## config.mk

```make
export PLATFORM = sky130hd
export DESIGN_NAME = multi_class_priority_queue
export DESIGN_NICKNAME = d
export VERILOG_FILES = /design/src/sv/mcpq_pkg.sv /design/src/sv/mcpq_cell.sv /design/src/sv/mcpq_chain.sv /design/src/sv/multi_class_priority_queue.sv
export SDC_FILE = /design/constraint.sdc
export NUM_CORES = 2
export LEC_CHECK = 0
export ABC_AREA = 1
export ABC_CLOCK_PERIOD_IN_PS = 10800
export BUFFER_PORTS_ARGS = -buffer_cell sky130_fd_sc_hd__buf_2
export CAP_MARGIN = 20
export CORE_AREA = 2 2 362 508
export CTS_BUF_LIST = sky130_fd_sc_hd__clkbuf_4 sky130_fd_sc_hd__clkbuf_8
export DETAILED_ROUTE_END_ITERATION = 12
export DIE_AREA = 0 0 364 510
export GPL_TIMING_DRIVEN = 1
export HOLD_SLACK_MARGIN = 0.05
export PLACE_DENSITY = 0.6
export SLEW_MARGIN = 30
export SYNTH_ARGS = -nofsm -noshare
export SYNTH_HDL_FRONTEND = slang
export SYNTH_SLANG_ARGS = --single-unit
export TNS_END_PERCENT = 30
```

## constraint.sdc

```tcl
create_clock -name clk -period 10.8 [get_ports clk]
set_clock_uncertainty 0.15 [all_clocks]
set_input_delay 2.16 -clock clk [delete_from_list [all_inputs] [get_ports clk]]
set_output_delay 2.16 -clock clk [all_outputs]
set_load 0.02 [all_outputs]
```

## src/sv/mcpq_pkg.sv

```systemverilog
// ----------------------------------------------------------------------------
// mcpq_pkg: shared types and codes for the multi-class priority queue
// Beat layouts, command and status codes, and the entry held by each cell.
// ----------------------------------------------------------------------------
package mcpq_pkg;

    localparam int PRIO_W            = 8;
    localparam int TICKET_W          = 16;
    localparam int NUM_QUEUES_DEF    = 3;
    localparam int QUEUE_DEPTH_DEF   = 16;

    localparam logic [1:0] OP_INSERT = 2'd0;
    localparam logic [1:0] OP_REMOVE = 2'd1;
    localparam logic [1:0] OP_CLEAR  = 2'd2;

    localparam logic [1:0] ST_SERVED   = 2'd0;
    localparam logic [1:0] ST_EMPTY    = 2'd1;
    localparam logic [1:0] ST_OVERFLOW = 2'd2;

    typedef struct packed {
        logic [1:0]        opcode;
        logic [1:0]        queue_index;
        logic [PRIO_W-1:0] priority_level;
    } cmd_t;

    typedef struct packed {
        logic [1:0]          status;
        logic [TICKET_W-1:0] ticket_number;
    } rsp_t;

    typedef struct packed {
        logic                valid;
        logic [PRIO_W-1:0]   prio;
        logic [TICKET_W-1:0] ticket;
    } entry_t;

    // broadcast to every cell of one queue
    typedef struct packed {
        logic   ins;
        logic   rem;
        logic   clr;
        entry_t fresh;
    } cell_cmd_t;

endpackage

```

## src/sv/mcpq_cell.sv

```systemverilog
// ----------------------------------------------------------------------------
// mcpq_cell: one slot of a sorted queue
// Holds one entry; on insert it keeps, takes the new entry or takes its
// better neighbour's; on remove it takes its worse neighbour's entry.
// ----------------------------------------------------------------------------
module mcpq_cell (
    input  logic               clk,
    input  logic               rst_n,
    input  mcpq_pkg::cell_cmd_t cmd,
    input  mcpq_pkg::entry_t   prev_ent,
    input  logic               prev_beats,
    input  mcpq_pkg::entry_t   next_ent,
    output mcpq_pkg::entry_t   ent,
    output logic               beats
);
    import mcpq_pkg::*;

    logic                valid_reg, valid_next;
    logic [PRIO_W-1:0]   prio_reg, prio_next;
    logic [TICKET_W-1:0] ticket_reg, ticket_next;

    // the new entry is always the youngest, so equal priority never wins
    assign beats = !valid_reg || (cmd.fresh.prio > prio_reg);

    always_comb
    begin
        valid_next  = valid_reg;
        prio_next   = prio_reg;
        ticket_next = ticket_reg;
        if (cmd.clr)
        begin
            valid_next = 1'b0;
        end
        else if (cmd.ins)
        begin
            if (prev_beats)
            begin
                valid_next  = prev_ent.valid;
                prio_next   = prev_ent.prio;
                ticket_next = prev_ent.ticket;
            end
            else if (beats)
            begin
                valid_next  = cmd.fresh.valid;
                prio_next   = cmd.fresh.prio;
                ticket_next = cmd.fresh.ticket;
            end
        end
        else if (cmd.rem)
        begin
            valid_next  = next_ent.valid;
            prio_next   = next_ent.prio;
            ticket_next = next_ent.ticket;
        end
    end

    always_ff @(posedge clk or negedge rst_n)
    begin
        if (!rst_n)
        begin
            valid_reg <= 1'b0;
        end
        else
        begin
            valid_reg <= valid_next;
        end
    end

    always_ff @(posedge clk)
    begin
        prio_reg   <= prio_next;
        ticket_reg <= ticket_next;
    end

    assign ent = '{valid: valid_reg, prio: prio_reg, ticket: ticket_reg};

endmodule

```

## src/sv/mcpq_chain.sv

```systemverilog
// ----------------------------------------------------------------------------
// mcpq_chain: one priority queue as a row of sorted cells
// Cell zero holds the entry to serve next; the last cell shows fullness.
// ----------------------------------------------------------------------------
module mcpq_chain #(
    parameter int QUEUE_DEPTH = mcpq_pkg::QUEUE_DEPTH_DEF
) (
    input  logic                clk,
    input  logic                rst_n,
    input  mcpq_pkg::cell_cmd_t cmd,
    output mcpq_pkg::entry_t    head,
    output logic                full
);
    import mcpq_pkg::*;

    entry_t ent   [QUEUE_DEPTH];
    logic   beats [QUEUE_DEPTH];

    for (genvar i = 0; i < QUEUE_DEPTH; i++)
    begin : g_cell
        entry_t prev_ent, next_ent;
        logic   prev_beats;

        if (i == 0)
        begin : g_first
            assign prev_ent   = '0;
            assign prev_beats = 1'b0;
        end
        else
        begin : g_mid
            assign prev_ent   = ent[i-1];
            assign prev_beats = beats[i-1];
        end

        if (i == QUEUE_DEPTH - 1)
        begin : g_last
            assign next_ent = '0;
        end
        else
        begin : g_inner
            assign next_ent = ent[i+1];
        end

        mcpq_cell u_cell (
            .clk        (clk),
            .rst_n      (rst_n),
            .cmd        (cmd),
            .prev_ent   (prev_ent),
            .prev_beats (prev_beats),
            .next_ent   (next_ent),
            .ent        (ent[i]),
            .beats      (beats[i])
        );
    end

    assign head = ent[0];
    assign full = ent[QUEUE_DEPTH-1].valid;

endmodule

```

## src/sv/multi_class_priority_queue.sv

```systemverilog
// ----------------------------------------------------------------------------
// multi_class_priority_queue: stable priority queues with a shared ticket
// Several sorted cell chains served by one ticket counter; remove returns
// the highest priority, oldest ticket of the addressed queue.
// ----------------------------------------------------------------------------
//  channel | signals                    | beat
//  cmd     | cmd_valid, cmd_stall, cmd  | opcode, queue_index, priority_level
//  rsp     | rsp_valid, rsp_stall, rsp  | status, ticket_number
//
//  Each command settles in the cycle it is taken: every cell of the queue
//  compares and shifts at once. The result is registered in the cycle
//  after. Commands are held off only while a result waits under
//  rsp_stall. Reset empties every queue and zeroes the ticket counter.
// ----------------------------------------------------------------------------
module multi_class_priority_queue #(
    parameter int NUM_QUEUES  = mcpq_pkg::NUM_QUEUES_DEF,
    parameter int QUEUE_DEPTH = mcpq_pkg::QUEUE_DEPTH_DEF
) (
    input  logic           clk,
    input  logic           rst_n,
    input  logic           cmd_valid,
    output logic           cmd_stall,
    input  mcpq_pkg::cmd_t cmd,
    output logic           rsp_valid,
    input  logic           rsp_stall,
    output mcpq_pkg::rsp_t rsp
);
    import mcpq_pkg::*;

    logic                accept;
    logic                is_ins, is_rem, is_clr;
    logic [NUM_QUEUES-1:0] sel;
    logic                any_sel;
    entry_t              head [NUM_QUEUES];
    logic                full [NUM_QUEUES];
    entry_t              head_sel;
    logic                full_sel;
    logic                exhausted;
    logic                drop;
    entry_t              fresh;

    logic [TICKET_W-1:0] count_reg, count_next;
    logic                rsp_valid_reg, rsp_valid_next;
    rsp_t                rsp_reg, rsp_next;

    assign cmd_stall = rsp_valid_reg && rsp_stall;
    assign accept    = cmd_valid && !cmd_stall;
    assign is_ins    = accept && (cmd.opcode == OP_INSERT);
    assign is_rem    = accept && (cmd.opcode == OP_REMOVE);
    assign is_clr    = accept && (cmd.opcode == OP_CLEAR);
    assign exhausted = (count_reg == {TICKET_W{1'b1}});

    always_comb
    begin
        head_sel = '0;
        full_sel = 1'b0;
        for (int k = 0; k < NUM_QUEUES; k++)
        begin
            if (sel[k])
            begin
                head_sel = head[k];
                full_sel = full[k];
            end
        end
    end

    assign any_sel = |sel;
    assign drop    = full_sel || exhausted;
    assign fresh   = '{valid: 1'b1, prio: cmd.priority_level,
                       ticket: count_reg + TICKET_W'(1)};

    for (genvar k = 0; k < NUM_QUEUES; k++)
    begin : g_queue
        cell_cmd_t qcmd;

        // a queue index beyond the last queue selects nothing
        assign sel[k] = (32'(cmd.queue_index) == k);

        assign qcmd.ins   = is_ins && sel[k] && !drop;
        assign qcmd.rem   = is_rem && sel[k];
        assign qcmd.clr   = is_clr;
        assign qcmd.fresh = fresh;

        mcpq_chain #(
            .QUEUE_DEPTH (QUEUE_DEPTH)
        ) u_chain (
            .clk   (clk),
            .rst_n (rst_n),
            .cmd   (qcmd),
            .head  (head[k]),
            .full  (full[k])
        );
    end

    always_comb
    begin
        count_next     = count_reg;
        rsp_valid_next = rsp_valid_reg && rsp_stall;
        rsp_next       = rsp_reg;
        if (is_clr)
        begin
            count_next = '0;
        end
        else if (is_ins && any_sel)
        begin
            if (drop)
            begin
                rsp_valid_next         = 1'b1;
                rsp_next.status        = ST_OVERFLOW;
                rsp_next.ticket_number = '0;
            end
            else
            begin
                count_next = fresh.ticket;
            end
        end
        else if (is_rem && any_sel)
        begin
            rsp_valid_next = 1'b1;
            if (head_sel.valid)
            begin
                rsp_next.status        = ST_SERVED;
                rsp_next.ticket_number = head_sel.ticket;
            end
            else
            begin
                rsp_next.status        = ST_EMPTY;
                rsp_next.ticket_number = '0;
            end
        end
    end

    always_ff @(posedge clk or negedge rst_n)
    begin
        if (!rst_n)
        begin
            count_reg     <= '0;
            rsp_valid_reg <= 1'b0;
        end
        else
        begin
            count_reg     <= count_next;
            rsp_valid_reg <= rsp_valid_next;
        end
    end

    always_ff @(posedge clk)
    begin
        rsp_reg <= rsp_next;
    end

    assign rsp_valid = rsp_valid_reg;
    assign rsp       = rsp_reg;

endmodule

```

==> impl_metrics.py <==
metrics = {
    "cts": {
        "root_buffer": "clkbuf_8",
        "hold_buffers": 0,
        "cts_buffer_depth": 3,
        "cts_tree": "done",
        "ctsResizeCount": 0,
        "clkSlewWorstSetupHoldPaths_ps": 60,
        "insertion_delay_ps": 990,
        "cts.sink_count": 1235,
        "post_cts_buffers": 0,
        "cts-buffers-inserted": 198,
        "htree_levels": 4,
    },
    "yosys": {
        "syn_inst": 9247,
        "synth_seq_cells": 1235,
        "netlist_area_um2": 74000,
        "synth-xor-area-share": 0.00118,
        "ys_seq_area_frac": 0.497,
        "synth_fp_nets": 9624,
        "synth_cell_types": 31,
        "synth_compound_area_frac": 0.118,
        "synth-adder-area-share": 0.0611,
        "synthMuxAreaShare": 0,
        "synthSimpleGateAreaFrac": 0.242,
        "syn_avg_cell_area_um2": 8.00,
        "synth-edff-count": 1170,
        "synthFlopType": "edfxtp_1",
        "synthArstFlopShare": 0.0526,
        "synth_top_family_by_area": "simple AND/OR/NAND/NOR gates",
        "yosys_warnings": 0,
    },
    "place": {
        "place.gp.congestion": 0.888,
        "dp_slack_ps": 3940,
        "portBuffers": 35,
        "placed_cells": 11300,
        "hpwlAfterDp_um": 163000,
    },
    "die": {
        "die_w_um": 364,
        "fp.dieH_um": 510,
        "die-area_um2": 186000,
        "fp-row-count": 185,
        "initial_core_util": 0.409,
        "core_area_um2": 181000,
        "pin_count": 36,
    },
    "sta": {
        "finalCritPeriodShare": 0.545,
        "fin_tns_setup_ps": 0,
        "fin_ws_ps": 4920,
        "drv_slew": 0,
        "max_freq_mhz": 170,
        "min_period_ps": 5880,
        "setup_violations": 0,
        "worstMarginPinSlew_ps": 1030,
        "slew_headroom": 0.315,
        "rsz0062_at_grt": "false",
        "finalHoldViolCount": 0,
    },
    "global_routing": {
        "grt.total_usage": 0.260,
        "grtUsageMet1": 0.327,
        "met2_usage": 0.435,
        "grt_pass1_wl_um": 374000,
        "grt_overflow": 0,
        "grtUsageMet3": 0.0409,
        "busiest_layer": "met2",
        "antenna_found_initial": 7,
        "grt_max_degree": 226,
        "grt_pass1_vias": 62500,
    },
    "run_status": {
        "outcome": "finished clean",
    },
    "setup_path": {
        "path_class": "in -> reg",
        "reg2reg_depth": 14,
        "start_kind": "input port",
        "cp-end-kind": "flip-flop",
        "critPathMaxStageDelay_ps": 790,
        "worstPathMaxFanout": 28,
        "timing.critical_path.mode_cell": "nand2_1",
        "rr_endpoint": "g_queue[0].u_chain.g_cell[1].u_cell.valid_reg$_DFFE_PN0P_",
        "critical_path_arrival_ps": 6370,
        "path_cells": "buf_2, buf_4, inv_4, buf_4, ha_1, inv_1, a21oi_1, o21ai_0, nand2_1, nand2_1, nand2_1, nand2_1, nor2_1, a21oi_2, buf_4",
        "r2r_slack_ps": 5860,
        "regToRegStartpoint": "count_reg[0]$_DFFE_PN0P_",
        "worstPathRequired_ps": 11290,
        "slowest_stage": "nand2_1",
    },
    "drt": {
        "drc_errors": 0,
        "postRouteAntennaNets": 0,
        "via_per_inst": 5.51,
        "vias": 64100,
        "drt-wirelength-per-cell_um": 21.1,
        "first_pass_iters": 6,
        "drt_wl_total_um": 246000,
        "drtIter0Drc": 7470,
    },
    "run": {
        "maxCapViolCount": 0,
    },
    "final_layout": {
        "drive_gt1_frac": 0.0706,
        "area_growth_pct": 8.96,
        "largest_reg_flops": 768,
        "fill_cells": 18000,
        "stdcell_count": 11600,
        "final_net_count": 9415,
    },
    "pwr": {
        "power_leakage_nw": 35.6,
        "powerDensity_nw_per_um2": 136,
        "irDropWorstVdd_mv": 0.138,
    },
    "hold_path": {
        "min_path_cells": 2,
        "hold_class": "reg -> reg",
        "worst_hold_path.endpoint": "g_queue[2].u_chain.g_cell[14].u_cell.prio_reg[2]$_DFFE_PP_",
    },
}
-- synth_stat cells (7+ instances only) --
| cell | number | area share |
|---|---|---|
| a21o_1 | 7 | 0.00071 |
| o21a_1 | 38 | 0.0039 |
| clkbuf_1 | 399 | 0.020 |
| inv_1 | 886 | 0.045 |
| o21ai_0 | 1004 | 0.068 |
| clkinv_1 | 10 | 0.00051 |
| o22ai_1 | 132 | 0.011 |
| ha_1 | 361 | 0.061 |
| o21ai_1 | 38 | 0.0026 |
| edfxtp_1 | 1170 | 0.48 |
| xor2_1 | 10 | 0.0012 |
| buf_2 | 214 | 0.014 |
| o211ai_1 | 11 | 0.0011 |
| nand3_1 | 782 | 0.053 |
| buf_1 | 8 | 0.00041 |
| nand4_1 | 47 | 0.0040 |
| nor2_1 | 580 | 0.029 |
| nand2_1 | 3032 | 0.15 |
| a31oi_1 | 25 | 0.0021 |
| o21bai_1 | 25 | 0.0025 |
| dfrtp_1 | 65 | 0.022 |
| a21oi_1 | 381 | 0.026 |
-- through the flow --
stage               power, mW  area [um^2]   util  hold WS [ps]
floorplan                6.25        74000      -           312
global placement         6.73        76500  0.423           349
detailed placement       6.76        76500  0.423           355
CTS                      11.0        80600  0.446           342
global route             11.3        80600  0.446           389
finish                   10.9        80600  0.446           367
-- layer usage --
layer,vias up,wire (um),share of wire
met5,-,0,0
met4,0,12700,0.052
li1,30300,-,-
met2,2743,116000,0.47
met1,30400,97900,0.40
met3,595,18800,0.077
-- placed cells by master, fill, tap and decap left out, types with 12 or more instances in the layout --
master    count
a21oi_1     340
a21oi_2      35
a31oi_1      17
buf_2        27
buf_4       179
clkbuf_4     79
clkbuf_8    213
clkinv_1     45
clkinv_2     22
dfrtp_1      63
edfxtp_1   1170
ha_1        361
inv_1       871
inv_2        17
nand2_1    3019
nand2_2      12
nand3_1     782
nand4_1      47
nor2_1      579
o21a_1       38
o21ai_0    1003
o21ai_1      38
o21bai_1     25
o22ai_1     132
-- worst max-delay path, delay by kind of cell --
family | cells | cell delay, ps
buf+inv | 6 | 1660
simple gates | 5 | 1600
compound gates | 3 | 640
fa+ha+maj | 1 | 230
-- power breakdown --
part	switching (mW)	internal, mW	total, mW
combinational	0.953	0.305	1.26
clock	2.08	2.18	4.26
sequential	0.0814	5.34	5.42
total	3.11	7.83	10.9
-- cell families after synthesis --
| family | Yosys count |
|---|---|
| buf+inv | 1522 |
| simple gates | 4453 |
| flops | 1235 |
| xor+xnor | 10 |
| compound gates | 1666 |
| fa+ha+maj | 361 |
-- worst max path at each step --
stage	startpoint	endpoint	slack (ps)	cells past startpoint
2_1_floorplan	cmd[0]	g_queue[0].u_chain.g_cell[1].u_cell.prio_reg[0]$_DFFE_PP_	3930	7
3_3_place_gp	cmd[0]	g_queue[1].u_chain.g_cell[1].u_cell.ticket_reg[13]$_DFFE_PP_	3950	15
3_5_place_dp	cmd[8]	g_queue[1].u_chain.g_cell[11].u_cell.ticket_reg[2]$_DFFE_PP_	3940	11
4_1_cts	cmd[8]	flip-flop	4980	11
5_1_grt	cmd[0]	g_queue[1].u_chain.g_cell[1].u_cell.ticket_reg[5]$_DFFE_PP_	4710	15
6_report	cmd[0]	g_queue[1].u_chain.g_cell[1].u_cell.ticket_reg[5]$_DFFE_PP_	4920	15
-- cell type report --
cell class | count | area, um^2 | share of cell area
clock buffer | 292 | 3520 | 0.0437
sequential | 1235 | 36800 | 0.456
timing repair buffer | 212 | 1590 | 0.0198
tap | 2431 | 3040 | 0.0377
multi-input combinational | 6490 | 31800 | 0.394
inverter | 901 | 3400 | 0.0422
antenna | 2 | 5.00 | 0.0000621
clock inverter | 75 | 509 | 0.00632
No activity file was read; power rests on OpenSTA's default activity.
